<file path="config.mk">
export PLATFORM = sky130hd
export DESIGN_NAME = sliding_window_sender_flat
export DESIGN_NICKNAME = d
export VERILOG_FILES = /design/src/sv/swsnd_pkg.sv /design/src/sv/swsnd_in_if.sv /design/src/sv/swsnd_out_if.sv /design/src/sv/swsnd_window.sv /design/src/sv/sliding_window_sender.sv /design/src/flat_wrapper.sv
export SDC_FILE = /design/constraint.sdc
export NUM_CORES = 1
export LEC_CHECK = 0
export ABC_AREA = 1
export BUFFER_PORTS_ARGS = -buffer_cell sky130_fd_sc_hd__buf_4
export CAP_MARGIN = 5
export CORE_MARGIN = 5
export CORE_UTILIZATION = 30
export CTS_CLUSTER_DIAMETER = 40
export DETAILED_ROUTE_END_ITERATION = 7
export REMOVE_ABC_BUFFERS = 1
export SKIP_LAST_GASP = 1
export SLEW_MARGIN = 20
export SYNTH_ARGS = -nofsm -noshare
export SYNTH_HDL_FRONTEND = slang
export SYNTH_SLANG_ARGS = --single-unit
</file>
<file path="constraint.sdc">
create_clock -name i_clk -period 4.09 [get_ports i_clk]
set_input_delay 0.818 -clock i_clk [delete_from_list [all_inputs] [get_ports i_clk]]
set_output_delay 0.818 -clock i_clk [all_outputs]
set_load 0.02 [all_outputs]
</file>
<file path="src/sv/swsnd_pkg.sv">
// Shared types and constants of the sliding-window sender.
package swsnd_pkg;

    localparam int WINDOW_LIMIT_DEF = 4;
    localparam int OP_W             = 2;
    localparam int SEQ_W            = 16;
    localparam int STATION_W        = 8;
    localparam int WIN_OUT_W        = 3;
    localparam int CFG_IDX_W        = 1;
    localparam int CFG_DATA_W       = 16;

    localparam logic [CFG_IDX_W-1:0] CFG_TOTAL_FRAMES = CFG_IDX_W'(0);
    localparam logic [CFG_IDX_W-1:0] CFG_MY_STATION   = CFG_IDX_W'(1);

    localparam logic [SEQ_W-1:0]     TOTAL_FRAMES_RST = SEQ_W'(1);
    localparam logic [STATION_W-1:0] MY_STATION_RST   = STATION_W'(0);

    typedef enum logic [OP_W-1:0] {
        OP_ACK     = 2'd0,
        OP_TIMEOUT = 2'd1,
        OP_SEND    = 2'd2
    } t_op;

    typedef struct packed {
        logic [OP_W-1:0]      operation;
        logic [SEQ_W-1:0]     ack_seq;
        logic [STATION_W-1:0] ack_dest;
    } t_item;

    typedef struct packed {
        logic                 send_valid;
        logic [SEQ_W-1:0]     send_seq;
        logic [SEQ_W-1:0]     acked_through;
        logic [WIN_OUT_W-1:0] window_size;
        logic                 done_res;
    } t_result;

endpackage

</file>
<file path="src/sv/swsnd_in_if.sv">
// Event channel into the sender.
interface swsnd_in_if;
    logic                            valid;
    logic                            ready;
    logic [swsnd_pkg::OP_W-1:0]      operation;
    logic [swsnd_pkg::SEQ_W-1:0]     ack_seq;
    logic [swsnd_pkg::STATION_W-1:0] ack_dest;

    modport source (output valid, operation, ack_seq, ack_dest, input ready);
    modport sink   (input valid, operation, ack_seq, ack_dest, output ready);
endinterface

</file>
<file path="src/sv/swsnd_out_if.sv">
// Result channel out of the sender.
interface swsnd_out_if;
    logic                            valid;
    logic                            ready;
    logic                            send_valid;
    logic [swsnd_pkg::SEQ_W-1:0]     send_seq;
    logic [swsnd_pkg::SEQ_W-1:0]     acked_through;
    logic [swsnd_pkg::WIN_OUT_W-1:0] window_size;
    logic                            done_res;

    modport source (output valid, send_valid, send_seq, acked_through, window_size,
                    done_res, input ready);
    modport sink   (input valid, send_valid, send_seq, acked_through, window_size,
                    done_res, output ready);
endinterface

</file>
<file path="src/sv/swsnd_window.sv">
// Window state, configuration registers and the per-event update logic.
module swsnd_window #(
    parameter int WINDOW_LIMIT = swsnd_pkg::WINDOW_LIMIT_DEF
) (
    input  logic                                i_clk,
    input  logic                                i_rst_n,
    input  logic                                i_cfg_we,
    input  logic [swsnd_pkg::CFG_IDX_W-1:0]     i_cfg_idx,
    input  logic [swsnd_pkg::CFG_DATA_W-1:0]    i_cfg_data,
    input  logic                                i_step,
    input  swsnd_pkg::t_item                    i_item,
    output swsnd_pkg::t_result                  o_result
);

    localparam int CW = $clog2(WINDOW_LIMIT + 1);
    localparam int BW = WINDOW_LIMIT;
    localparam int TW = $clog2(BW + 1);
    localparam int SW = swsnd_pkg::SEQ_W;
    localparam int OW = swsnd_pkg::WIN_OUT_W;

    logic [SW-1:0]                   r_total_frames;
    logic [swsnd_pkg::STATION_W-1:0] r_my_station;
    logic [SW-1:0]                   r_window_base, n_window_base;
    logic [SW-1:0]                   r_next_frame, n_next_frame;
    logic [CW-1:0]                   r_cur_window, n_cur_window;
    logic [BW-1:0]                   r_pending, n_pending;
    logic                            r_finished, n_finished;

    swsnd_pkg::t_op w_op;
    logic           w_ack_ok;
    logic [SW-1:0]  w_offset;
    logic [BW-1:0]  w_shifted;
    logic [TW-1:0]  w_trail;
    logic           w_run;
    logic [SW-1:0]  w_adv_base;
    logic [SW-1:0]  w_diff;
    logic           w_send_ok;
    logic [CW-1:0]  w_half;
    logic           w_sent;
    logic [SW-1:0]  w_sent_seq;

    always_ff @(posedge i_clk) begin
        if (!i_rst_n) begin
            r_total_frames <= swsnd_pkg::TOTAL_FRAMES_RST;
            r_my_station   <= swsnd_pkg::MY_STATION_RST;
        end else if (i_cfg_we) begin
            case (i_cfg_idx)
                swsnd_pkg::CFG_TOTAL_FRAMES: r_total_frames <= i_cfg_data;
                swsnd_pkg::CFG_MY_STATION:
                    r_my_station <= i_cfg_data[swsnd_pkg::STATION_W-1:0];
                default: ;
            endcase
        end
    end

    assign w_op      = swsnd_pkg::t_op'(i_item.operation);
    assign w_ack_ok  = (i_item.ack_dest == r_my_station) && (i_item.ack_seq != '0) &&
                       (i_item.ack_seq <= r_total_frames) &&
                       (i_item.ack_seq > r_window_base);
    assign w_offset  = i_item.ack_seq - r_window_base - SW'(1);
    assign w_shifted = r_pending >> 1;

    // Length of the run of early acknowledgments that follow the new base.
    always_comb begin
        w_run   = 1'b1;
        w_trail = '0;
        for (int i = 0; i < BW; i++) begin
            if (w_run && w_shifted[i]) begin
                w_trail = w_trail + TW'(1);
            end else begin
                w_run = 1'b0;
            end
        end
    end

    assign w_adv_base = r_window_base + SW'(1) + SW'(w_trail);
    assign w_diff     = r_next_frame - r_window_base;
    assign w_send_ok  = (r_next_frame < r_total_frames) && (r_next_frame >= r_window_base) &&
                        (w_diff < SW'(r_cur_window));
    assign w_half     = (r_cur_window >> 1) == '0 ? CW'(1) : (r_cur_window >> 1);

    always_comb begin
        n_window_base = r_window_base;
        n_next_frame  = r_next_frame;
        n_cur_window  = r_cur_window;
        n_pending     = r_pending;
        n_finished    = r_finished;
        w_sent        = 1'b0;
        w_sent_seq    = '0;
        if (!r_finished) begin
            case (w_op)
                swsnd_pkg::OP_ACK: begin
                    if (w_ack_ok) begin
                        if (w_offset == '0) begin
                            if (r_cur_window < CW'(WINDOW_LIMIT)) begin
                                n_cur_window = r_cur_window + CW'(1);
                            end
                            n_window_base = w_adv_base;
                            n_pending     = w_shifted >> w_trail;
                            if (r_next_frame < w_adv_base) begin
                                n_next_frame = w_adv_base;
                            end
                            if (w_adv_base >= r_total_frames) begin
                                n_finished = 1'b1;
                            end
                        end else if (w_offset < SW'(WINDOW_LIMIT)) begin
                            n_pending = r_pending | (BW'(1) << w_offset);
                        end
                    end
                end
                swsnd_pkg::OP_TIMEOUT: begin
                    n_cur_window = w_half;
                    n_pending    = '0;
                    n_next_frame = r_window_base;
                end
                swsnd_pkg::OP_SEND: begin
                    if (w_send_ok) begin
                        w_sent       = 1'b1;
                        w_sent_seq   = r_next_frame + SW'(1);
                        n_next_frame = r_next_frame + SW'(1);
                    end
                end
                default: ;
            endcase
        end
    end

    always_ff @(posedge i_clk) begin
        if (!i_rst_n) begin
            r_window_base <= '0;
            r_next_frame  <= '0;
            r_cur_window  <= CW'(WINDOW_LIMIT);
            r_pending     <= '0;
            r_finished    <= 1'b0;
        end else if (i_step) begin
            r_window_base <= n_window_base;
            r_next_frame  <= n_next_frame;
            r_cur_window  <= n_cur_window;
            r_pending     <= n_pending;
            r_finished    <= n_finished;
        end
    end

    assign o_result.send_valid    = w_sent;
    assign o_result.send_seq      = w_sent_seq;
    assign o_result.acked_through = n_window_base;
    assign o_result.window_size   = OW'(n_cur_window);
    assign o_result.done_res      = n_finished;

`ifndef NO_ASSERTIONS
    // The window stays between one frame and the limit.
    a_window_range: assert property (@(posedge i_clk) disable iff (!i_rst_n)
        (r_cur_window != '0) && (r_cur_window <= CW'(WINDOW_LIMIT)))
        else $error("window size out of range");

    // The frame right after the base is never held as an early acknowledgment.
    a_no_head_pending: assert property (@(posedge i_clk) disable iff (!i_rst_n)
        !r_pending[0])
        else $error("early acknowledgment held for the base frame");

    // The base only moves forward.
    a_base_monotonic: assert property (@(posedge i_clk) disable iff (!i_rst_n)
        1'b1 |=> r_window_base >= $past(r_window_base))
        else $error("window base moved backward");

    // After completion the window state is frozen.
    a_finished_frozen: assert property (@(posedge i_clk) disable iff (!i_rst_n)
        r_finished |=> r_finished && $stable(r_window_base) && $stable(r_next_frame) &&
                       $stable(r_cur_window))
        else $error("state changed after completion");
`endif

endmodule

</file>
<file path="src/sv/sliding_window_sender.sv">
// Top level of the sliding-window sender: input register, window logic, result register.
//
// Usage:
//   Events enter on i_in: operation 0 is an acknowledgment (ack_seq, ack_dest),
//   1 a retransmit timeout, 2 a send opportunity. Every event yields exactly one
//   item on o_out with the send decision and the window state after the event.
//   Configuration (total_frames at index 0, my_station at index 1) is written
//   through i_cfg_we / i_cfg_idx / i_cfg_data while no event is in flight.
// Timing:
//   An accepted event waits in the input register, is evaluated by the window
//   logic and its result is registered and offered on o_out. The window update is a
//   single pass of logic, so one event is taken every cycle while o_out is not stalled.
// Reset:
//   i_rst_n is synchronous and active low. It empties both registers, sets the
//   window to WINDOW_LIMIT, clears the base, send pointer and early
//   acknowledgments, and restores total_frames to 1 and my_station to 0.
// Stall:
//   While o_out is stalled the result register holds; one more event may wait in
//   the input register, after which i_in.ready drops until the result is taken.
module sliding_window_sender #(
    parameter int WINDOW_LIMIT = swsnd_pkg::WINDOW_LIMIT_DEF
) (
    input  logic                             i_clk,
    input  logic                             i_rst_n,
    input  logic                             i_cfg_we,
    input  logic [swsnd_pkg::CFG_IDX_W-1:0]  i_cfg_idx,
    input  logic [swsnd_pkg::CFG_DATA_W-1:0] i_cfg_data,
    swsnd_in_if.sink                         i_in,
    swsnd_out_if.source                      o_out
);

    logic               r_in_valid;
    swsnd_pkg::t_item   r_in_item;
    logic               r_out_valid;
    swsnd_pkg::t_result r_out_result;
    logic               w_adv;
    logic               w_step;
    swsnd_pkg::t_result w_result;

    assign w_adv      = !r_out_valid || o_out.ready;
    assign w_step     = r_in_valid && w_adv;
    assign i_in.ready = !r_in_valid || w_adv;

    always_ff @(posedge i_clk) begin
        if (!i_rst_n) begin
            r_in_valid  <= 1'b0;
            r_out_valid <= 1'b0;
        end else begin
            if (i_in.ready) begin
                r_in_valid <= i_in.valid;
            end
            if (w_adv) begin
                r_out_valid <= r_in_valid;
            end
        end
    end

    always_ff @(posedge i_clk) begin
        if (i_in.ready && i_in.valid) begin
            r_in_item.operation <= i_in.operation;
            r_in_item.ack_seq   <= i_in.ack_seq;
            r_in_item.ack_dest  <= i_in.ack_dest;
        end
        if (w_step) begin
            r_out_result <= w_result;
        end
    end

    swsnd_window #(
        .WINDOW_LIMIT (WINDOW_LIMIT)
    ) u_window (
        .i_clk      (i_clk),
        .i_rst_n    (i_rst_n),
        .i_cfg_we   (i_cfg_we),
        .i_cfg_idx  (i_cfg_idx),
        .i_cfg_data (i_cfg_data),
        .i_step     (w_step),
        .i_item     (r_in_item),
        .o_result   (w_result)
    );

    assign o_out.valid         = r_out_valid;
    assign o_out.send_valid    = r_out_result.send_valid;
    assign o_out.send_seq      = r_out_result.send_seq;
    assign o_out.acked_through = r_out_result.acked_through;
    assign o_out.window_size   = r_out_result.window_size;
    assign o_out.done_res      = r_out_result.done_res;

`ifndef NO_ASSERTIONS
    // A waiting event is neither lost nor overwritten while the result side stalls.
    a_in_hold: assert property (@(posedge i_clk) disable iff (!i_rst_n)
        r_in_valid && !w_adv |=> r_in_valid && $stable(r_in_item))
        else $error("pending event lost during stall");

    // Every evaluated event lands in the result register.
    a_step_result: assert property (@(posedge i_clk) disable iff (!i_rst_n)
        w_step |=> r_out_valid)
        else $error("evaluated event produced no result");
`endif

endmodule
</file>
<file path="src/flat_wrapper.sv">
// flat-port wrapper written by rule: the top's interface ports become plain ports
module sliding_window_sender_flat 
#(
    parameter int WINDOW_LIMIT = swsnd_pkg::WINDOW_LIMIT_DEF
)
  (i_clk, i_rst_n, i_cfg_we, i_cfg_idx, i_cfg_data, i_in_valid, i_in_operation, i_in_ack_seq, i_in_ack_dest, i_in_ready, o_out_valid, o_out_send_valid, o_out_send_seq, o_out_acked_through, o_out_window_size, o_out_done_res, o_out_ready);
  swsnd_in_if i_in_i ();
  swsnd_out_if o_out_i ();
  input  logic i_clk;
  input  logic i_rst_n;
  input  logic i_cfg_we;
  input  logic [swsnd_pkg::CFG_IDX_W-1:0] i_cfg_idx;
  input  logic [swsnd_pkg::CFG_DATA_W-1:0] i_cfg_data;
  input wire logic [$bits(i_in_i.valid)-1:0] i_in_valid;
  input wire logic [$bits(i_in_i.operation)-1:0] i_in_operation;
  input wire logic [$bits(i_in_i.ack_seq)-1:0] i_in_ack_seq;
  input wire logic [$bits(i_in_i.ack_dest)-1:0] i_in_ack_dest;
  output wire logic [$bits(i_in_i.ready)-1:0] i_in_ready;
  output wire logic [$bits(o_out_i.valid)-1:0] o_out_valid;
  output wire logic [$bits(o_out_i.send_valid)-1:0] o_out_send_valid;
  output wire logic [$bits(o_out_i.send_seq)-1:0] o_out_send_seq;
  output wire logic [$bits(o_out_i.acked_through)-1:0] o_out_acked_through;
  output wire logic [$bits(o_out_i.window_size)-1:0] o_out_window_size;
  output wire logic [$bits(o_out_i.done_res)-1:0] o_out_done_res;
  input wire logic [$bits(o_out_i.ready)-1:0] o_out_ready;
  assign i_in_i.valid = i_in_valid;
  assign i_in_i.operation = i_in_operation;
  assign i_in_i.ack_seq = i_in_ack_seq;
  assign i_in_i.ack_dest = i_in_ack_dest;
  assign i_in_ready = i_in_i.ready;
  assign o_out_valid = o_out_i.valid;
  assign o_out_send_valid = o_out_i.send_valid;
  assign o_out_send_seq = o_out_i.send_seq;
  assign o_out_acked_through = o_out_i.acked_through;
  assign o_out_window_size = o_out_i.window_size;
  assign o_out_done_res = o_out_i.done_res;
  assign o_out_i.ready = o_out_ready;
  sliding_window_sender #(.WINDOW_LIMIT(WINDOW_LIMIT)) u_core (.i_clk(i_clk), .i_rst_n(i_rst_n), .i_cfg_we(i_cfg_we), .i_cfg_idx(i_cfg_idx), .i_cfg_data(i_cfg_data), .i_in(i_in_i), .o_out(o_out_i));
endmodule
</file>
==> Yosys cells after proc, flatten, opt, wreduce, memory -nomap -nowiden <==
Cells that the tools add are included.
Widths: inputs -> output; s select.
{ "op_classes": {"addsub": 9, "multipliers": 0, "div_mod_pow": 0, "order_cmp": 9, "eq_ne": 8, "n_shift": 2, "n_mux": 30, "bitwise": 5, "reduce_logical": 25} }
{ "op_table": {"columns": ["cell", "count"], "rows": [
  ["$mux 16", 8],
  ["$pmux 16 s3", 1],
  ["$add 16x1->16 const B", 2],
  ["$ge 16x16->1", 2],
  ["$lt 16x16->1", 2],
  ["$sub 16x16->16", 2],
  ["$mux 3", 6],
  ["$add 16x3->16", 1],
  ["$gt 16x16->1", 1],
  ["$le 16x16->1", 1],
  ["$logic_not 16->1", 1],
  ["$lt 16x3->1", 1],
  ["$lt 16x3->1 const B", 1],
  ["$reduce_bool 16->1", 1],
  ["$shl 1x16->4 const A", 1],
  ["$sub 16x1->16 const B", 1],
  ["$mux 4", 3],
  ["$add 3x1->3 const B", 3],
  ["$logic_and 1x1->1", 9],
  ["$mux 1", 9],
  ["$eq 8x8->1", 1],
  ["$ne 2x2->1 const B", 4],
  ["$pmux 4 s2", 1],
  ["$reduce_and 7->1", 1],
  ["other kinds (19)", 25]
]} }
{ "word_totals": {"regBits": 129, "latch_bits": 0, "mem_bits_rw": 0, "romBits": 0, "inputBits": 48, "out_inout_bits": 39, "wordCells": 105, "mem_count": 0} }

==> Longest topological paths before layout <==
Gate-level depths: netlist of the first run.
{ "depth": {"ltp_word": 12, "depth_mapped": 26, "mapped_depth_nobuf": 25} }

==> Cells and area by module <==
From an unflattened synthesis of the first run, not the netlist that was laid out.
{ "unflattened": {"hier_cells": 1431, "area_unflattened_um2": 10035.9} }
{ "by_module_without_submodules": {"columns": ["mod", "n_inst", "cells_each", "area_per_inst_um2", "seq_area_each_um2"], "rows": [
  ["swsnd_window", 1, 1355, 8049.0, 1261.2],
  ["sliding_window_sender", 1, 76, 1986.9, 1931.9]
]} }

==> Worst setup path before layout of the first run <==
OpenSTA, ideal clock, no wires.
{ "synth_timing": {"path_kind": "register to register", "start": "register u_core.u_window.r_window_base[0]", "end": "register u_core.u_window.r_next_frame[13]", "arrival_ns": 3.166, "required_time_ns": 3.977, "path_slack_ns": 0.811, "stages_incl_launch_ff": 25, "n_path_buf": 1, "path_cell_list": "dfxtp_1 -> inv_1 -> ha_1 -> inv_1 -> nand3_1 -> nand2_1 -> nand2_1 -> nor2_1 -> nand3_1 -> nor3_1 -> nand3_1 -> nor2_1 -> xor2_1 -> ha_1 -> nand2_1 -> inv_1 -> o21ai_0 -> nand2_1 -> nor2_1 -> nand4_1 -> nand2_1 -> buf_4 -> nand3_1 -> nand2_1 -> nor2_1"} }
{ "synth_via": {"elab_chain_cells": 6, "elab_cells_between_ends": 22, "cone_classes": "add/sub: 5; order compare: 4; eq/ne: 4; mux: 4; reduce/logical: 5"} }
{ "synth_lines": {"columns": ["item", "line", "source"], "rows": [
  ["start: declaration", "swsnd_window.sv:23", "logic [SW-1:0] r_window_base, n_window_base;"],
  ["start signal: assignment", "swsnd_window.sv:136", "r_window_base <= n_window_base;"],
  ["branches (longest 6 deep; another with $add 16x1->16)", null, null],
  ["end signal: assignment", "swsnd_window.sv:137", "r_next_frame <= n_next_frame;"],
  ["end: declaration", "swsnd_window.sv:24", "logic [SW-1:0] r_next_frame, n_next_frame;"]
]} }
Several ways; the timed one is not identified. The select of a mux whose other input is x is not followed.
A chain may end at the register's enable or synchronous reset.

==> Worst setup path after layout of the first run <==
{ "layout_timing": {"start": "register u_core.u_window.r_next_frame[0]", "end": "register u_core.u_window.r_next_frame[15]"} }
{ "layout_via": {"elab_chain_cells": 5, "elab_cells_between_ends": 13, "cone_classes": "add/sub: 2; order compare: 4; eq/ne: 2; mux: 2; reduce/logical: 3"} }
{ "layout_lines": {"columns": ["item", "line", "source"], "rows": [
  ["$sub 16x16->16 (tied with other cells)", "swsnd_window.sv:77", "assign w_diff = r_next_frame - r_window_base;"],
  ["$lt 16x3->1 or $logic_and 1x1->1 (tied branches)", "swsnd_window.sv:79, swsnd_window.sv:78", null],
  ["$logic_and 1x1->1", "swsnd_window.sv:78", "assign w_send_ok = (r_next_frame < r_total_frames) && (r_next_frame >= r_window_base) &&"],
  ["$ne 2x2->1 (no source line)", null, null],
  ["$reduce_and 7->1 (no source line)", null, null]
]} }
Parallel ways exist; a longest one is shown, timed or not. The select of a mux whose other input is x is not followed.

==> metrics.txt, run 1 <==
Setup Fix Bufs, Post-CTS=0; # hold bufs at CTS=0; Die X=between 150 and 200 um; Filler Cells Inserted=about 3,500; critical path fanouts, max=7; sequential cell area=3190 um^2; Seq pwr share=roughly a third; worst reg2reg path depth=21; routed len/inst=around 16 um; Crit. End Element=flip-flop; Final Hold Violating Endpoints=0; Clk Latency, worst-skew pair=0.44 ns; Worst-Margin Slew=0.985 ns; relative slew slack=33.9%; Starting DRT DRC Count=approximately 680; Syn Inst Count=1,415; top post-synthesis cells by area=edfxtp_1, ha_1, dfxtp_1; Int Power=approximately 2.8 mW; chip height=between 150 and 200 um; Period Utilization, post-route=between 90% and 100%; vias in the first global route=slightly below 9,000; Final HPWL DP=roughly 25,000 um; Synth-to-Final Area Change=18.8%; Crit Reg-Reg Endpoint=u_core.u_window.r_next_frame[15]; Switch Pwr=1.45 mW; ANT cells=0; Syn Std Cell Area=~10000 um^2; PwrDens=roughly 360 nW/um^2; Logic pwr share=about 29%; CP Data Arrival Time=between 4 and 5 ns; area of the multi-input gates=around 5800 um^2; Num CTS Buffers=17; register area share after synthesis=approximately 32%; Sw Share=34.6%; worst setup margin=approximately 0.32 ns; RR Startpoint=u_core.u_window.r_next_frame[0]; commonest non-fill, non-tap cell in the layout=nand2_1; H-tree depth=4; Core ar.=roughly 33,000 um^2; Total Nets Final=1,669; total die area=about 37,000 um^2; P_leak=a little under 6 nW; HP Start=u_core.u_window.r_my_station[7]; RSZ-0062 raised after global routing=no; Crit Path Category=reg -> reg; largest net degree at the start of global routing=57; post-place setup slack=roughly 0.20 ns; FF-to-FF setup slack=roughly 0.32 ns; Final Setup Violations=0; number of synthesized register bits=approximately 130; row cnt=66; Remaining DRCs=0; TritonCTS clock tree=yes; required time of the critical path=approximately 4.4 ns; most frequent cells in the layout=nand2_1, inv_1, nor2_1; Post-Route WL=a little over 30,000 um; Hold Crit Depth=2; first-pass GRT wire length=47,500 um; WHS=around 0.47 ns; distinct cell type count after synthesis=between 40 and 50; share of layout cells above drive strength 1=12.5%; EDFF count, synth=63; clk buf depth=2; Vias=around 9,400; Final Wtd Congestion=just under 1; grt total ovfl=0; status=finished, final reports clean; gr usage total=between 10% and 20%; Max Slew Vio Count=0; skew final=0.0119 ns; clk root buf=clkbuf_16; Max rail drop VDD=318 uV; starting density of the core=a little under a third; Routed Antenna Nets=0; synth warn=0; CTS sink count=approximately 130; I/O Buffers=86; WHS Endpoint=u_core.u_window.r_my_station[7]; mean post-synth cell area=7.04 um^2; max-cap violations=0; Final TNS setup=0 ns; Worst-path clk slew=about 0.06 ns; Worst Hold Class=reg -> reg; Post-CTS Resized=0; DRT Pass-1 Iters=6; initial antenna violation count=0; Critical Path Source Type=flip-flop; Clock power frac=between 30% and 40%; predominant post-synthesis flop cell=dfxtp_1; post-synth top area cell=edfxtp_1; Max Clock Freq=265 MHz; Period minus WS final=roughly 3.8 ns; Yosys top cell area share=19.0%; I/O pin count=between 80 and 90; Synth async-reset ratio=0%; Via-to-Cell Ratio=between 4 and 5
-- stage by stage --
stage | cells | cell area [um^2] | util [%] | total power, mW
after floorplan | 1388 | 9830 | - | 2.32
after global placement | 1935 | 11200 | 34.2 | 2.68
after detailed placement | 1935 | 11200 | 34.2 | 2.70
after CTS | 1967 | 11800 | 36.0 | 4.23
after global routing | 1967 | 11800 | 36.3 | 4.46
final | 1967 | 11800 | 36.3 | 4.21
-- logic make-up (layout without fill, tap and decap cells) --
kind of cell             count (synthesis)  count (layout)  share of synthesized area [%]
buffers and inverters                  277             387                           10.7
adder cells (fa/ha/maj)                109             109                           13.9
XOR/XNOR                                34              34                           2.99
other                                    1               1                         0.0377
AND/OR/NAND/NOR                        642             642                           27.3
flip-flops                             128             128                           32.1
AO/OA/AOI/OAI                          224             224                           13.0
-- power by group through the flow --
| stage | Clock [mW] | Combinational [mW] | Sequential, mW |
|---|---|---|---|
| global route | 1.61 | 1.36 | 1.49 |
| global placement | 0 | 1.17 | 1.51 |
| detailed placement | 0 | 1.19 | 1.51 |
| CTS | 1.55 | 1.19 | 1.48 |
| floorplan | 0 | 0.810 | 1.51 |
| finish | 1.52 | 1.20 | 1.48 |
-- flip-flops by register name (all words and copies together), names as in the netlist --
signal	count
u_core.u_window.r_total_frames	16
u_core.u_window.r_finished	1
u_core.o_out.send_seq	16
u_core.u_window.r_next_frame	16
u_core.o_out.valid	1
u_core.u_window.r_window_base	16
u_core.u_window.r_cur_window	3
u_core.r_in_valid	1
u_core.r_in_item	26
u_core.o_out.send_valid	1
u_core.u_window.r_pending	3
u_core.u_window.r_my_station	8
u_core.o_out.done_res	1
u_core.o_out.acked_through	16
u_core.o_out.window_size	3
-- area by class of cell --
type | count | share of cell area (%)
Multi-Input combinational cell | 1010 | 48.8
Sequential cell | 128 | 27.0
Inverter | 250 | 7.95
Timing Repair Buffer | 105 | 6.67
Tap cell | 442 | 4.68
Clock buffer | 21 | 4.07
Clock inverter | 11 | 0.868
-- worst max path at each step --
stage | startpoint | end | slack (ns) | cells after the start
CTS | u_core.u_window.r_pending[3] | u_core.u_window.r_next_frame[1] | 0.14 | 24
finish | u_core.u_window.r_next_frame[0] | u_core.u_window.r_next_frame[15] | 0.32 | 21
floorplan | o_out_ready | u_core.u_window.r_next_frame[14] | 0.49 | 9
global placement | u_core.u_window.r_pending[3] | u_core.u_window.r_next_frame[3] | 0.39 | 24
detailed placement | u_core.u_window.r_pending[3] | u_core.u_window.r_next_frame[1] | 0.20 | 24
global route | u_core.u_window.r_pending[2] | u_core.u_window.r_next_frame[1] | 0.02 | 25
-- routing by layer --
| metal | GRT usage, % | wire length (um) | vias to the layer above | part of all wire, % |
|---|---|---|---|---|
| met5 | 0 | 0 | - | 0 |
| met4 | 5.10 | 604 | 0 | 1.9 |
| met3 | 2.89 | 1890 | 38 | 6.1 |
| met2 | 26.6 | 14100 | 285 | 45 |
| met1 | 22.9 | 14500 | 4315 | 47 |
| li1 | - | - | 4802 | - |
-- cells in the mapped netlist, drive strengths merged, types with 8 or more instances --
| master | count |
|---|---|
| clkbuf | 19 |
| xnor2 | 10 |
| xor2 | 24 |
| nor2 | 156 |
| o21ai | 92 |
| inv | 248 |
| dfxtp | 65 |
| o221ai | 13 |
| buf | 8 |
| nor3 | 20 |
| nand4 | 25 |
| ha | 106 |
| a21oi | 104 |
| nand3 | 81 |
| nand2 | 342 |
| edfxtp | 63 |
-- critical path: stages, from the launching register on --
cell,delay (ns)
dfxtp_1,0.38
inv_1,0.22
ha_1,0.18
inv_1,0.10
fa_1,0.41
nand3_1,0.09
nand2_1,0.15
nand2_1,0.09
nand2_1,0.12
nand2_1,0.11
nand2_1,0.05
nand2_1,0.07
nand2_1,0.05
nor2_1,0.10
nand2_1,0.06
nor2_1,0.19
nand3_1,0.18
a21oi_1,0.63
buf_4,0.27
nand3_1,0.08
nand2_1,0.08
nor2_1,0.04
Power figures use the tool's default switching activity.
==> run 2, diff against run 1 <==
--- a/config.mk
+++ b/config.mk
@@ -8,10 +8,12 @@
 export ABC_AREA = 1
 export BUFFER_PORTS_ARGS = -buffer_cell sky130_fd_sc_hd__buf_4
 export CAP_MARGIN = 5
-export CORE_MARGIN = 5
+export CORE_MARGIN = 2
 export CORE_UTILIZATION = 30
 export CTS_CLUSTER_DIAMETER = 40
+export CTS_CLUSTER_SIZE = 40
 export DETAILED_ROUTE_END_ITERATION = 7
+export PLACE_DENSITY_LB_ADDON = 0.2
 export REMOVE_ABC_BUFFERS = 1
 export SKIP_LAST_GASP = 1
 export SLEW_MARGIN = 20
==> run 2 against run 1 <==
Compared with the run above: sequential share of layout area grew 0.060 points; sequential cell count is the same; hold slack gained 0.0031 ns; core utilization shrank 0.081 points; register-to-register slack gained 0.11 ns; die area shrank 6.1%; clock skew grew 0.0023 ns; sequential power is essentially flat; critical path depth grew 4; critical endpoint is now u_core.u_window.r_next_frame[11].
==> metrics.txt, run 2 (synthesized netlist as in run 1, its figures left out) <==
Sw Share=roughly a third; Hold Crit Depth=2; Period Utilization, post-route=about nine tenths; P_leak=5.75 nW; Clk Latency, worst-skew pair=0.44 ns; Switch Pwr=about 1.5 mW; chip height=about 190 um; total die area=around 35,000 um^2; Final Wtd Congestion=approximately 0.93; Worst-path clk slew=roughly 0.06 ns; critical path fanouts, max=10; worst setup margin=about 0.43 ns; most frequent cells in the layout=nand2_1, inv_1, nor2_1; Logic pwr share=~29%; I/O Buffers=86; clk root buf=clkbuf_16; status=finished, final reports clean; share of layout cells above drive strength 1=12.2%; FF-to-FF setup slack=around 0.43 ns; Critical Path Source Type=flip-flop; TritonCTS clock tree=yes; Period minus WS final=around 3.7 ns; Die X=186 um; commonest non-fill, non-tap cell in the layout=nand2_1; Via-to-Cell Ratio=4.72; relative slew slack=a little over a third; Crit. End Element=flip-flop; gr usage total=a little under a fifth; Worst-Margin Slew=0.969 ns; Remaining DRCs=0; Num CTS Buffers=17; Post-Route WL=~32,000 um; vias in the first global route=just under 9,000; most flop-heavy register=u_core.r_in_item; Filler Cells Inserted=around 3,500; Crit Path Category=reg -> reg; required time of the critical path=about 4.4 ns; max-cap violations=0; Largest register FFs=26; Crit Reg-Reg Endpoint=u_core.u_window.r_next_frame[11]; Total Nets Final=about 1,700; worst reg2reg path depth=25; Clock power frac=approximately a third; starting density of the core=30.5%; first-pass GRT wire length=just under 50,000 um; Max Slew Vio Count=0; clk buf depth=2; Max Clock Freq=273 MHz; DRT Pass-1 Iters=5; largest net degree at the start of global routing=45; Final Hold Violating Endpoints=0; Routed Antenna Nets=0; Core ar.=32,600 um^2; CTS sink count=approximately 130; Final TNS setup=0 ns; CP Data Arrival Time=3.99 ns; Vias=between 9,000 and 10,000; H-tree depth=4; ANT cells=0; RSZ-0062 raised after global routing=no; grt total ovfl=0; # hold bufs at CTS=0; Starting DRT DRC Count=between 600 and 700; Int Power=approximately 2.7 mW; skew final=approximately 0.014 ns; Worst Hold Class=reg -> reg; Final HPWL DP=about 25,000 um; WHS Endpoint=u_core.u_window.r_my_station[7]; post-place setup slack=0.121 ns; Max rail drop VDD=about 450 uV; HP Start=u_core.u_window.r_my_station[7]; row cnt=66; Synth-to-Final Area Change=18.5%; PwrDens=353 nW/um^2; Seq pwr share=35.8%; routed len/inst=16.0 um; Final Setup Violations=0; I/O pin count=slightly below 90; RR Startpoint=u_core.u_window.r_pending[2]; initial antenna violation count=0
## run 2: changes by cell type in the layout (fill, tap and decap cells not counted), sizes merged
cell / before / now
clkinv: 7 / 8
clkbuf: 21 / 20
clkinvlp: 3 / 4
buf: 105 / 107
inv: 250 / 249
## run 2: cell type report
class / instances / area (um^2) / share of cell area (%)
tap: 442 / 553 / 4.69
timing repair buffer: 107 / 828 / 7.02
inverter: 250 / 940 / 7.96
clock inverter: 12 / 110 / 0.933
sequential: 128 / 3190 / 27.1
multi-input combinational: 1010 / 5730 / 48.6
clock buffer: 20 / 447 / 3.79
## run 2: per-layer routing
metal / GRT usage [%] / up-vias / share of wire [%]
met5: 0 / - / 0
met3: 2.92 / 20 / 4.8
met1: 25.4 / 4243 / 48
met2: 31.4 / 218 / 46
met4: 4.22 / 0 / 1.1
li1: - / 4817 / -
## run 2: power groups by stage
stage	registers, mW	logic (mW)	clock network, mW
after floorplan	1.51	0.810	0
after global placement	1.51	1.19	0
after detailed placement	1.51	1.19	0
after CTS	1.49	1.20	1.50
after global routing	1.50	1.37	1.55
final	1.49	1.21	1.47
## run 2: worst max-delay path by stage
stage,startpoint,depth (start not counted),end
detailed placement,u_core.u_window.r_pending[3],24,u_core.u_window.r_next_frame[13]
global route,u_core.u_window.r_pending[3],24,u_core.u_window.r_next_frame[11]
floorplan,o_out_ready,9,u_core.u_window.r_next_frame[14]
global placement,u_core.u_window.r_pending[3],24,u_core.u_window.r_next_frame[6]
finish,u_core.u_window.r_pending[2],25,u_core.u_window.r_next_frame[11]
CTS,u_core.u_window.r_pending[3],24,u_core.u_window.r_next_frame[13]
## run 2: what timing repair did
item,in CTS,in global routing
setup endpoints to repair,0,18
setup buffers,0,1
gates resized for setup,0,7
## run 2: through the flow
step	utilization [%]	hold WS, ns	instances	power (mW)	cell area, um^2
finish	36.2	0.472	1969	4.16	11800
global route	36.2	0.494	1969	4.42	11800
CTS	36.0	0.476	1968	4.19	11700
detailed placement	34.3	0.468	1936	2.71	11200
global placement	34.3	0.460	1936	2.70	11200
floorplan	-	0.443	1388	2.32	9830
## run 2: worst max-delay path, cell delays in order, from the launching register on
cell and delay (ns):
dfxtp_1 0.35, inv_1 0.07, o21ai_0 0.18, ha_1 0.17
inv_1 0.05, fa_1 0.41, a21oi_1 0.20, nor2_1 0.06
nand2_1 0.13, nor3_2 0.08, nand2_1 0.13, nor2_1 0.09
inv_1 0.06, nand2_1 0.10, ha_1 0.30, nand2_1 0.05
o21ai_0 0.32, a21oi_1 0.08, nor2_1 0.10, nor2_1 0.05
nand4_1 0.08, nand2_1 0.11, nand2_2 0.23, nand2_1 0.08
nand2_1 0.06, nor2_1 0.04
==> run 3, diff against run 2 <==
--- a/config.mk
+++ b/config.mk
@@ -14,6 +14,7 @@
 export CTS_CLUSTER_SIZE = 40
 export DETAILED_ROUTE_END_ITERATION = 7
 export PLACE_DENSITY_LB_ADDON = 0.2
+export RECOVER_POWER = 100
 export REMOVE_ABC_BUFFERS = 1
 export SKIP_LAST_GASP = 1
 export SLEW_MARGIN = 20
==> run 3 against run 2 <==
Compared with the run above: critical path depth decreased by 6; clock power about the same; sequential power about the same; cell count unchanged.
==> metrics.txt, run 3 (synthesized netlist as in run 1, its figures left out) <==
status=finished, final reports clean; Worst-Margin Slew=approximately 1.0 ns; PwrDens=358 nW/um^2; TritonCTS clock tree=yes; total die area=about 35,000 um^2; Final TNS setup=0 ns; WHS Endpoint=u_core.u_window.r_my_station[7]; routed len/inst=16.0 um; cell mode on critical path=nand2_1; clk root buf=clkbuf_16; Post-Route WL=31,600 um; P_leak=around 5.6 nW; Starting DRT DRC Count=approximately 670; Period minus WS final=3.70 ns; Worst Hold Class=reg -> reg; initial antenna violation count=0; commonest non-fill, non-tap cell in the layout=nand2_1; row cnt=66; share of layout cells above drive strength 1=under 10%; chip height=between 150 and 200 um; I/O pin count=between 80 and 90; RSZ-0062 raised after global routing=no; Sw Share=between 30% and 40%; critical path fanouts, max=20; Switch Pwr=between 1 and 1.5 mW; Filler Cells Inserted=approximately 3,500; clk buf depth=2; RR Startpoint=u_core.r_in_item[8]; Critical Path Source Type=flip-flop; Remaining DRCs=0; FF-to-FF setup slack=roughly 0.4 ns; Seq pwr share=36.0%; ANT cells=0; worst reg2reg path depth=19; Hold Crit Depth=2; Largest register FFs=26; # hold bufs at CTS=0; largest net degree at the start of global routing=between 40 and 50; slowest cell delay on critical path=between 0.4 and 0.5 ns; Total Nets Final=1,671; Critical Path, Cell by Cell=ha_1 > inv_1 > fa_1 > inv_1 > nand2_2 > nand2_2 > nand2_1 > nand2_1 > nand2_1 > nand2_1 > inv_1 > nor2_1 > nand2_2 > nor3_4 > nand3_1 > clkinv_2 > nand2_1 > o21ai_0 > inv_1; Crit Path Category=reg -> reg; Clk Latency, worst-skew pair=approximately 0.44 ns; Vias=around 9,300; Max Clock Freq=roughly 270 MHz; Final Setup Violations=0; Period Utilization, post-route=between 90 and 100%; Worst-path clk slew=0.06 ns; Crit Reg-Reg Endpoint=u_core.o_out.acked_through[12]; Max rail drop VDD=roughly 450 uV; Core ar.=32,600 um^2; Routed Antenna Nets=0; CTS sink count=~130; Synth-to-Final Area Change=16.1%; Die X=about 190 um; first-pass GRT wire length=48,800 um; most flop-heavy register=u_core.r_in_item; I/O Buffers=between 80 and 90; vias in the first global route=between 8,000 and 9,000; Util after Layout=35.4%; Max Slew Vio Count=0; HP Start=u_core.u_window.r_my_station[7]; H-tree depth=4; Via-to-Cell Ratio=around 4.7; grt total ovfl=0; Crit. End Element=flip-flop; Final HPWL DP=between 20,000 and 30,000 um; Final Hold Violating Endpoints=0; required time of the critical path=approximately 4.3 ns; starting density of the core=between 30 and 40%; Int Power=2.68 mW; Clock power frac=a little over a third; gr usage total=between 10% and 20%; Num CTS Buffers=17; relative slew slack=between 30% and 40%; CP Data Arrival Time=just under 4 ns; max-cap violations=0; CP max-delay cell=fa_1; skew final=roughly 0.015 ns; Logic pwr share=between 20 and 30%; Final Wtd Congestion=roughly 0.93; most frequent cells in the layout=nand2_1, inv_1, nor2_1; DRT Pass-1 Iters=6
## run 3: metal layers
layer / share of wire (%) / track usage (%) / vias to the layer above / routed length, um
met2: 47 / 31.4 / 215 / 14700
li1: - / - / 4808 / -
met3: 4.8 / 2.92 / 16 / 1530
met4: 0.85 / 4.22 / 0 / 268
met5: 0 / 0 / - / 0
met1: 48 / 25.4 / 4302 / 15000
## run 3: cell type report
type	count	area, um^2	area share (%)
Tap cell	442	553	4.78
Sequential cell	128	3190	27.6
Clock inverter	12	110	0.952
Multi-Input combinational cell	1010	5670	49.0
Clock buffer	20	447	3.86
Inverter	250	940	8.13
Timing Repair Buffer	107	653	5.65
## run 3: worst max path at each step
stage / from / end / slack, ns / cells past startpoint
after detailed placement: u_core.u_window.r_pending[3] / u_core.u_window.r_next_frame[13] / 0.12 / 24
after CTS: u_core.u_window.r_pending[3] / u_core.u_window.r_next_frame[13] / 0.07 / 24
after global routing: u_core.u_window.r_pending[3] / u_core.u_window.r_next_frame[11] / 0.01 / 24
after floorplan: o_out_ready / u_core.u_window.r_next_frame[14] / 0.49 / 9
after global placement: u_core.u_window.r_pending[3] / u_core.u_window.r_next_frame[6] / 0.31 / 24
final: u_core.r_in_item[8] / u_core.o_out.acked_through[12] / 0.39 / 19
## run 3: power by group through the flow
| stage | Sequential, mW | Combinational (mW) | Clock, mW |
|---|---|---|---|
| floorplan | 1.51 | 0.810 | 0 |
| global placement | 1.51 | 1.19 | 0 |
| detailed placement | 1.51 | 1.19 | 0 |
| CTS | 1.49 | 1.20 | 1.50 |
| global route | 1.49 | 1.35 | 1.55 |
| finish | 1.49 | 1.18 | 1.47 |
## run 3: per-stage QoR
stage | setup slack [ns] | hold WS (ns) | total power [mW] | cells | area (um^2)
after global placement | 0.307 | 0.460 | 2.70 | 1936 | 11200
after floorplan | 0.490 | 0.443 | 2.32 | 1388 | 9830
final | 0.393 | 0.474 | 4.14 | 1969 | 11600
after CTS | 0.0729 | 0.476 | 4.19 | 1968 | 11700
after global routing | 0.0150 | 0.494 | 4.40 | 1969 | 11600
after detailed placement | 0.121 | 0.468 | 2.71 | 1936 | 11200
## run 3: repair_timing
action | CTS | global route
setup endpoints to repair | 0 | 18
buffers inserted | 0 | 1
gates resized for setup | 0 | 7
## run 3: worst max-delay path: cells and delay by family, from the launching register on
family | cells | cell delay, ns
simple gates | 11 | 1.33
compound gates | 1 | 0.16
fa+ha+maj | 2 | 0.76
flops | 1 | 0.41
buf+inv | 5 | 0.75
